## src/rtl/wgm_pkg.sv

```systemverilog
package wgm_pkg;

    localparam int MASK_LEN = 64;
    localparam int NPOS = MASK_LEN + 1;
    localparam int CNT_W = $clog2(MASK_LEN + 1);
    localparam int SCAN_LEVELS = $clog2(NPOS);

    localparam logic [7:0] STAR_CODE = 8'h2A;
    localparam logic [7:0] QUESTION_CODE = 8'h3F;
    localparam logic [7:0] LOWER_A = 8'h61;
    localparam logic [7:0] LOWER_Z = 8'h7A;
    localparam logic [7:0] CASE_BIT = 8'h20;

    typedef enum logic [1:0] {
        ACT_MASK  = 2'd0,
        ACT_NAME  = 2'd1,
        ACT_QUERY = 2'd2,
        ACT_NONE  = 2'd3
    } action_t;

    // broadcast from the top level to every cell
    typedef struct packed {
        logic mask_clear;
        logic mask_wr;
        logic name_step;
    } cell_ctl_t;

    function automatic logic [7:0] fold_case(input logic [7:0] c);
        if (c >= LOWER_A && c <= LOWER_Z)
        begin
            return c - CASE_BIT;
        end
        return c;
    endfunction

endpackage

```

## src/rtl/wgm_in_if.sv

```systemverilog
interface wgm_in_if;
    logic       valid;
    logic       ready;
    logic [1:0] action;
    logic [7:0] char_code;
    logic       last;

    modport source (output valid, action, char_code, last, input ready);
    modport sink (input valid, action, char_code, last, output ready);
endinterface

```

## src/rtl/wgm_out_if.sv

```systemverilog
interface wgm_out_if;
    logic valid;
    logic ready;
    logic matched;
    logic mask_too_long;

    modport source (output valid, matched, mask_too_long, input ready);
    modport sink (input valid, matched, mask_too_long, output ready);
endinterface

```

## src/rtl/wgm_cell.sv

```systemverilog
module wgm_cell
    import wgm_pkg::*;
(
    input  logic       clk,
    input  logic       rst_n,
    input  cell_ctl_t  ctl,
    input  logic       wr_sel,
    input  logic [7:0] char_code,
    input  logic       cur,
    input  logic       adv_in,
    output logic       adv_out,
    output logic       seed,
    output logic       prop
);

    logic [7:0] byte_reg;
    logic [7:0] byte_next;
    logic       valid_reg;
    logic       valid_next;
    logic       wr;
    logic       hit;
    logic       is_star;

    assign wr = ctl.mask_wr & wr_sel;
    assign byte_next = wr ? char_code : byte_reg;
    assign valid_next = ctl.mask_clear ? wr : (valid_reg | wr);

    // star in the mask as it stands after this cycle lets reach run on
    assign prop = valid_next & (byte_next == STAR_CODE);

    assign hit = cur & valid_reg;
    assign is_star = byte_reg == STAR_CODE;
    assign adv_out = hit & ~is_star
                   & ((byte_reg == QUESTION_CODE) | (fold_case(byte_reg) == fold_case(char_code)));
    assign seed = ctl.name_step & ((hit & is_star) | adv_in);

    always_ff @(posedge clk)
    begin
        byte_reg <= byte_next;
    end

    always_ff @(posedge clk or negedge rst_n)
    begin
        if (!rst_n)
        begin
            valid_reg <= 1'b0;
        end
        else
        begin
            valid_reg <= valid_next;
        end
    end

endmodule

```

## src/rtl/wgm_star_scan.sv

```systemverilog
module wgm_star_scan
    import wgm_pkg::*;
(
    input  logic [NPOS-1:0]     seed,
    input  logic [MASK_LEN-1:0] prop,
    output logic [NPOS-1:0]     closed
);

    // prefix scan: position j reached if a seed at i <= j and stars fill i..j-1
    logic [NPOS-1:0] g [SCAN_LEVELS+1];
    logic [NPOS-1:0] p [SCAN_LEVELS+1];

    always_comb
    begin
        g[0] = seed;
        p[0] = {prop, 1'b0};
        for (int l = 0; l < SCAN_LEVELS; l++)
        begin
            for (int j = 0; j < NPOS; j++)
            begin
                if (j >= (1 << l))
                begin
                    g[l+1][j] = g[l][j] | (p[l][j] & g[l][j - (1 << l)]);
                    p[l+1][j] = p[l][j] & p[l][j - (1 << l)];
                end
                else
                begin
                    g[l+1][j] = g[l][j];
                    p[l+1][j] = p[l][j];
                end
            end
        end
    end

    assign closed = g[SCAN_LEVELS] | (p[SCAN_LEVELS] & '0);

endmodule

```

## src/rtl/wildcard_glob_matcher.sv

```systemverilog
// result: registered in the output register, or in the skid stage while that is stalled
// throughput: one item per cycle, mask bytes and name bytes alike
// the active-position set is updated for every mask position at once by the cell row
// and a log-depth star scan; item stalls only when output register and skid are both full
// reset: empty mask loaded, no name in progress, output empty; no clearing pass
module wildcard_glob_matcher
    import wgm_pkg::*;
(
    input  logic       clk,
    input  logic       rst_n,
    wgm_in_if.sink     item,
    wgm_out_if.source  result
);

    logic             accept;
    logic             is_mask;
    logic             is_name;
    logic             is_query;
    logic             new_mask;
    logic             room;
    logic [CNT_W-1:0] count_base;
    logic             ovf_base;
    cell_ctl_t        ctl;

    logic [CNT_W-1:0] mask_count_reg;
    logic [CNT_W-1:0] mask_count_next;
    logic             mask_complete_reg;
    logic             mask_complete_next;
    logic             mask_overflow_reg;
    logic             mask_overflow_next;
    logic             name_started_reg;
    logic             name_started_next;
    logic [NPOS-1:0]  active_reg;
    logic [NPOS-1:0]  active_next;
    logic [NPOS-1:0]  start_reg;
    logic [NPOS-1:0]  start_next;

    logic [MASK_LEN-1:0] wr_sel;
    logic [NPOS-1:0]     cur;
    logic [MASK_LEN:0]   adv;
    logic [MASK_LEN-1:0] cell_seed;
    logic [MASK_LEN-1:0] prop;
    logic [NPOS-1:0]     seed;
    logic [NPOS-1:0]     closed;

    logic produce;
    logic res_matched;
    logic out_valid_reg;
    logic out_matched_reg;
    logic out_long_reg;
    logic skid_valid_reg;
    logic skid_matched_reg;
    logic skid_long_reg;
    logic out_load;

    assign item.ready = ~skid_valid_reg;
    assign accept = item.valid & item.ready;
    assign is_mask = accept & (item.action == ACT_MASK);
    assign is_name = accept & (item.action == ACT_NAME);
    assign is_query = accept & (item.action == ACT_QUERY);

    assign new_mask = is_mask & mask_complete_reg;
    assign count_base = new_mask ? '0 : mask_count_reg;
    assign ovf_base = new_mask ? 1'b0 : mask_overflow_reg;
    assign room = count_base < CNT_W'(MASK_LEN);

    assign ctl.mask_clear = new_mask;
    assign ctl.mask_wr = is_mask & room;
    assign ctl.name_step = is_name;

    assign cur = name_started_reg ? active_reg : start_reg;
    assign adv[0] = 1'b0;

    for (genvar i = 0; i < MASK_LEN; i++)
    begin : g_cell
        assign wr_sel[i] = count_base == CNT_W'(i);

        wgm_cell u_cell (
            .clk       (clk),
            .rst_n     (rst_n),
            .ctl       (ctl),
            .wr_sel    (wr_sel[i]),
            .char_code (item.char_code),
            .cur       (cur[i]),
            .adv_in    (adv[i]),
            .adv_out   (adv[i+1]),
            .seed      (cell_seed[i]),
            .prop      (prop[i])
        );
    end

    // a mask byte restarts the name: only position zero seeds the scan
    assign seed = {adv[MASK_LEN] & is_name, cell_seed} | {{MASK_LEN{1'b0}}, is_mask};

    wgm_star_scan u_scan (
        .seed   (seed),
        .prop   (prop),
        .closed (closed)
    );

    always_comb
    begin
        mask_count_next = mask_count_reg;
        mask_overflow_next = mask_overflow_reg;
        mask_complete_next = mask_complete_reg;
        name_started_next = name_started_reg;
        active_next = active_reg;
        start_next = start_reg;
        if (is_mask)
        begin
            mask_count_next = room ? count_base + CNT_W'(1) : count_base;
            mask_overflow_next = ovf_base | ~room;
            mask_complete_next = item.last;
            name_started_next = 1'b0;
            active_next = closed;
            start_next = closed;
        end
        else if (is_name)
        begin
            name_started_next = ~item.last;
            active_next = closed;
        end
        else if (is_query)
        begin
            name_started_next = 1'b0;
        end
    end

    assign produce = (is_name & item.last) | is_query;
    assign res_matched = ~mask_overflow_reg
                       & (is_query ? start_reg[mask_count_reg] : closed[mask_count_reg]);

    always_ff @(posedge clk or negedge rst_n)
    begin
        if (!rst_n)
        begin
            mask_count_reg <= '0;
            mask_complete_reg <= 1'b1;
            mask_overflow_reg <= 1'b0;
            name_started_reg <= 1'b0;
            active_reg <= NPOS'(1);
            start_reg <= NPOS'(1);
        end
        else
        begin
            mask_count_reg <= mask_count_next;
            mask_complete_reg <= mask_complete_next;
            mask_overflow_reg <= mask_overflow_next;
            name_started_reg <= name_started_next;
            active_reg <= active_next;
            start_reg <= start_next;
        end
    end

    // output register with a skid stage behind it
    assign out_load = ~out_valid_reg | result.ready;

    always_ff @(posedge clk or negedge rst_n)
    begin
        if (!rst_n)
        begin
            out_valid_reg <= 1'b0;
            skid_valid_reg <= 1'b0;
        end
        else if (out_load)
        begin
            out_valid_reg <= skid_valid_reg | produce;
            skid_valid_reg <= 1'b0;
        end
        else if (produce)
        begin
            skid_valid_reg <= 1'b1;
        end
    end

    always_ff @(posedge clk)
    begin
        if (out_load)
        begin
            if (skid_valid_reg)
            begin
                out_matched_reg <= skid_matched_reg;
                out_long_reg <= skid_long_reg;
            end
            else
            begin
                out_matched_reg <= res_matched;
                out_long_reg <= mask_overflow_reg;
            end
        end
        else if (produce)
        begin
            skid_matched_reg <= res_matched;
            skid_long_reg <= mask_overflow_reg;
        end
    end

    assign result.valid = out_valid_reg;
    assign result.matched = out_matched_reg;
    assign result.mask_too_long = out_long_reg;

    a_skid_behind_out: assert property (@(posedge clk) disable iff (!rst_n)
        skid_valid_reg |-> out_valid_reg)
        else $error("skid holds a transaction while the output register is empty");

    a_count_range: assert property (@(posedge clk) disable iff (!rst_n)
        mask_count_reg <= CNT_W'(MASK_LEN))
        else $error("mask count beyond capacity");

    a_overflow_full: assert property (@(posedge clk) disable iff (!rst_n)
        mask_overflow_reg |-> (mask_count_reg == CNT_W'(MASK_LEN)))
        else $error("overflow flagged on a mask that is not full");

    a_start_origin: assert property (@(posedge clk) disable iff (!rst_n)
        start_reg[0])
        else $error("start set lost position zero");

    a_result_shown: assert property (@(posedge clk) disable iff (!rst_n)
        produce |=> result.valid)
        else $error("accepted query gave no result");

endmodule
```

## src/flat_wrapper.sv

```systemverilog
// flat-port wrapper written by rule: the top's interface ports become plain ports
module wildcard_glob_matcher_flat import wgm_pkg::*;
  (clk, rst_n, item_valid, item_action, item_char_code, item_last, item_ready, result_valid, result_matched, result_mask_too_long, result_ready);
  wgm_in_if item_i ();
  wgm_out_if result_i ();
  input  logic clk;
  input  logic rst_n;
  input wire logic [$bits(item_i.valid)-1:0] item_valid;
  input wire logic [$bits(item_i.action)-1:0] item_action;
  input wire logic [$bits(item_i.char_code)-1:0] item_char_code;
  input wire logic [$bits(item_i.last)-1:0] item_last;
  output wire logic [$bits(item_i.ready)-1:0] item_ready;
  output wire logic [$bits(result_i.valid)-1:0] result_valid;
  output wire logic [$bits(result_i.matched)-1:0] result_matched;
  output wire logic [$bits(result_i.mask_too_long)-1:0] result_mask_too_long;
  input wire logic [$bits(result_i.ready)-1:0] result_ready;
  assign item_i.valid = item_valid;
  assign item_i.action = item_action;
  assign item_i.char_code = item_char_code;
  assign item_i.last = item_last;
  assign item_ready = item_i.ready;
  assign result_valid = result_i.valid;
  assign result_matched = result_i.matched;
  assign result_mask_too_long = result_i.mask_too_long;
  assign result_i.ready = result_ready;
  wildcard_glob_matcher u_core (.clk(clk), .rst_n(rst_n), .item(item_i), .result(result_i));
endmodule
```

## config.mk

```make
export PLATFORM = sky130hd
export DESIGN_NAME = wildcard_glob_matcher_flat
export DESIGN_NICKNAME = d
export VERILOG_FILES = /design/src/rtl/wgm_pkg.sv /design/src/rtl/wgm_in_if.sv /design/src/rtl/wgm_out_if.sv /design/src/rtl/wgm_cell.sv /design/src/rtl/wgm_star_scan.sv /design/src/rtl/wildcard_glob_matcher.sv /design/src/flat_wrapper.sv
export SDC_FILE = /design/constraint.sdc
export NUM_CORES = 2
export LEC_CHECK = 0
export BUFFER_PORTS_ARGS = -buffer_cell sky130_fd_sc_hd__buf_2
export CORE_MARGIN = 2
export CORE_UTILIZATION = 33
export CTS_CLUSTER_SIZE = 10
export DETAILED_ROUTE_END_ITERATION = 8
export GPL_TIMING_DRIVEN = 1
export PLACE_DENSITY = 0.57
export SETUP_SLACK_MARGIN = 0.1
export SLEW_MARGIN = 15
export SYNTH_ARGS = -nofsm -noshare
export SYNTH_HDL_FRONTEND = slang
export SYNTH_HIERARCHICAL = 1
export SYNTH_SLANG_ARGS = --single-unit
```

## constraint.sdc

```tcl
create_clock -name clk -period 8 [get_ports clk]
set_input_delay 0.8 -clock clk [delete_from_list [all_inputs] [get_ports clk]]
set_output_delay 0.8 -clock clk [all_outputs]
set_load 0.005 [all_outputs]
```

==> summary.md <==
| Metric | Value |
|---|---|
| Initial DRC count | ~3100 |
| Worst reg2reg setup slack | 0.56 ns |
| Tot GR Track Use | 0.1949 |
| Sequential area share after synthesis | 0.3074 |
| First-pass GRT wire length | around 250000 um |
| PortBufs | 18 |
| #FFs+latches synth | around 720 |
| Vias in the first global route | 43690 |
| Complex-gate fraction of the synthesized area | 0.1798 |
| Slew headroom | 0.2715 |
| ANT nets after route | 0 |
| Bufs on Longest Clock Path | 3 |
| Clk_skew | 0.02976 ns |
| Post-Synthesis Cells | between 6000 and 7000 |
| Status | completed |
| Total of fill cells in the finished design | 15500 |
| Cell repeated most along the worst path | buf_4 |
| CTS Buf Count | 87 |
| Top cells by area, synth | dfxtp_1 20%, mux2_2 10%, dfrtp_1 10% |
| Power Total | around 0.0096 W |
| Crit path launch | u_core/skid_valid_reg |
| Slew Limit Fails | 0 |
| Wire per inst | about 19 um |
| CP max FO | 12 |
| CTS tree | done |
| RSZ-0062 raised after global routing | false |
| Synth top area share | 0.2032 |
| Synth unique cells | 75 |
| Post-synth top area cell | dfxtp_1 |
| Worst min path class | input port to async pin |
| Via count | 44970 |
| EDFF count, synth | 4 |
| Std cell rows | between 100 and 150 |
| Mapped Area | approximately 50000 um^2 |
| Post-synthesis mux area share | 0.1157 |
| Worst-path clk slew | ~0.06 ns |
| Layout cells sized above 1 | 0.1741 |
| Crit path kind | flop to flop |
| Nets | 6359 |
| CP endpoint kind | flop |
| Hold violation count in the final report | 0 |
| Placer Congestion | 0.9067 |
| Max_cap viols | 0 |
| Main synth FF type | dfxtp_1 |
| Worst flop-to-flop path endpoint | u_core/result.matched |
| Core footprint | roughly 150000 um^2 |
| Sequential power share | 0.421 |
| Reg area | 15510 um^2 |
| Final WL | 155700 um |
| Minimum clock period | approximately 7.4 ns |
| DP HPWL | approximately 110000 um |
| XOR/XNOR Fraction of Synth Area | 0.08944 |
| Logic pwr share | 0.184 |
| Switching power | a little under 0.003 W |
| Critical R2R Launch | u_core/skid_valid_reg |
| Synth Warn # | 6 |
| Worst EP required | 8.54 ns |
| CTS root buffer | clkbuf_16 |
| I/O pin cnt | 19 |
| Fmax | around 130 MHz |
| Die width | just under 400 um |
| Adder-cell share of the synthesized area | 0.03275 |
| Die footprint | between 150000 and 200000 um^2 |
| Tightest Pin Transition | 1.091 ns |
| Crit path to | u_core/result.matched |
| Die Ht | between 300 and 400 um |
| Overflow after GRT | 0 |
| Post-CTS Setup Bufs | 0 |
| Area Overhead vs Synth | 12.54% |
| Cell leakage power | between 20 and 25 nW |
| Setup TNS | 0 ns |
| DR pass1 iterations | 6 |
| Simple-Gate Fraction of Synth Area | 0.2342 |
| Syn_area_per_cell | 8.322 um^2 |
| Max reg flops | 512 |
| Clock latency on the worst-skew pair | around 0.70 ns |
| # DRC | 0 |
| Net Sw Frac | 0.3085 |
| Syn_nets | around 6200 |
| Worst endpoint data arrival time | 7.98 ns |
| Int Power | about 0.0066 W |
| Max stage delay cell, worst path | a2111oi_0 |
| Final Core Density | 0.3736 |
| H-tree lvl count | 3 |
| Multi-input logic area | 32910 um^2 |
| Startpoint Class | flop |
| Power share of the clock group | 0.395 |
| Fin crit share | 0.9297 |
| # setup viols final | 0 |
| Largest family of logic cells by synthesized area | simple AND/OR/NAND/NOR gates |
| Crit path largest cell delay | between 0.4 and 0.5 ns |
| Via/cell ratio | 5.409 |
| # clock sinks | just over 700 |
| Initial Utilization | 0.3320 |
| R2R depth | 27 |
| Power Density | 169.4 nW/um^2 |
| Largest net degree at the start of global routing | 90 |
| Peak supply drop | approximately 0.17 mV |
| Hold_ws | between 0.03 and 0.04 ns |
| Initial antenna violation count | 2 |
| Async set-reset flop share out of synthesis | 0.2843 |
[critical path: cells and delay by family (launching register included)]
kind | cells | cell delay (ns)
multiplexers | 2 | 0.52
flip-flops | 1 | 0.42
buffers and inverters | 4 | 0.88
adder cells (fa/ha/maj) | 1 | 0.22
AND/OR/NAND/NOR | 12 | 2.90
AO/OA/AOI/OAI | 8 | 2.33
[metal layers]
| metal | wire, um | track usage |
|---|---|---|
| met1 | 72950 | 0.2648 |
| met4 | 4510 | 0.06638 |
| met3 | 6667 | 0.01920 |
| met5 | 0 | 0 |
| met2 | 71600 | 0.3219 |
[worst min-delay path by stage]
stage                                                    end  slack [ns]                 start  cells past startpoint
after floorplan                          u_core/start_reg[0]        0.44   u_core/start_reg[0]                      2
after global placement                   u_core/start_reg[0]        0.45   u_core/start_reg[0]                      2
after detailed placement                u_core/start_reg[64]        0.46  u_core/start_reg[64]                      2
after CTS                 u_core/g_cell[56].u_cell/valid_reg       0.004                 rst_n                      1
after global routing      u_core/g_cell[56].u_cell/valid_reg        0.05                 rst_n                      1
final                     u_core/g_cell[56].u_cell/valid_reg        0.03                 rst_n                      1
[logic make-up (layout without fill, tap and decap cells)]
family / count (synthesis) / in the layout
and+or+nand+nor: 2357 / 2357
AOI/OAI and AO/OA: 1305 / 1305
DFF: 721 / 721
buffers and inverters: 522 / 744
xor gates and xnor gates: 515 / 515
muxes: 507 / 507
adders and majority gates: 132 / 132
other: 1 / 2
[power groups by stage]
stage	logic [W]	clock network [W]	registers (W)
3_3_place_gp	0.00172	0	0.00411
3_5_place_dp	0.00175	0	0.00412
5_1_grt	0.00194	0.00402	0.00408
6_report	0.00177	0.00380	0.00405
2_1_floorplan	0.00123	0	0.00404
4_1_cts	0.00176	0.00390	0.00404
[synth_stat cells, types with 72 or more instances]
cell type,count
nand2_1,988
dfxtp_1,512
mux2_2,453
inv_1,401
xor2_1,385
o21ai_0,293
nand3_1,276
a21oi_1,263
nor2_1,249
dfrtp_1,202
o31ai_1,194
nand2b_1,141
nor3_1,135
ha_1,132
nor4_1,132
xnor2_1,130
o21ai_2,128
or4_1,128
clkbuf_1,99
o21a_1,72
[layout make-up]
| class | count | share of cell area |
|---|---|---|
| diodes | 1 | 0.00004409 |
| clock buffers | 146 | 0.04422 |
| clock inverters | 13 | 0.002557 |
| inverters | 402 | 0.02661 |
| multi-input cells | 4817 | 0.5799 |
| flip-flops and latches | 721 | 0.2733 |
| well taps | 2030 | 0.04475 |
| repair buffers | 183 | 0.02862 |
[placed cells by master (no fill, tap or decap), drive strengths merged, types with 128 or more instances in the layout]
| cell | Yosys | routed |
|---|---|---|
| xnor2 | 130 | 130 |
| o31ai | 258 | 258 |
| or4 | 128 | 128 |
| dfrtp | 202 | 202 |
| xor2 | 385 | 385 |
| mux2 | 453 | 453 |
| ha | 132 | 132 |
| dfxtp | 512 | 512 |
| nand2b | 142 | 142 |
| a21oi | 263 | 263 |
| nor2 | 249 | 249 |
| nand3 | 276 | 276 |
| buf | 17 | 183 |
| inv | 402 | 406 |
| clkbuf | 103 | 146 |
| nor4 | 196 | 196 |
| nor3 | 135 | 135 |
| nand2 | 988 | 988 |
| o21ai | 490 | 490 |
[per-stage QoR]
stage,std cells,worst slack (ns),cell area [um^2]
2_1_floorplan,6060,0.7297,50440
3_3_place_gp,8153,0.1645,54090
3_5_place_dp,8153,0.1862,54090
4_1_cts,8312,0.6611,56740
5_1_grt,8312,0.1528,56750
6_report,8313,0.5626,56750
[what timing repair did]
item / CTS / global route
gates resized for setup: 0 / 2
hold endpoints to repair: 0 / 0
setup endpoints to repair: 0 / 2
hold buffers: 0 / 0
(Power assumes the default switching activity.)
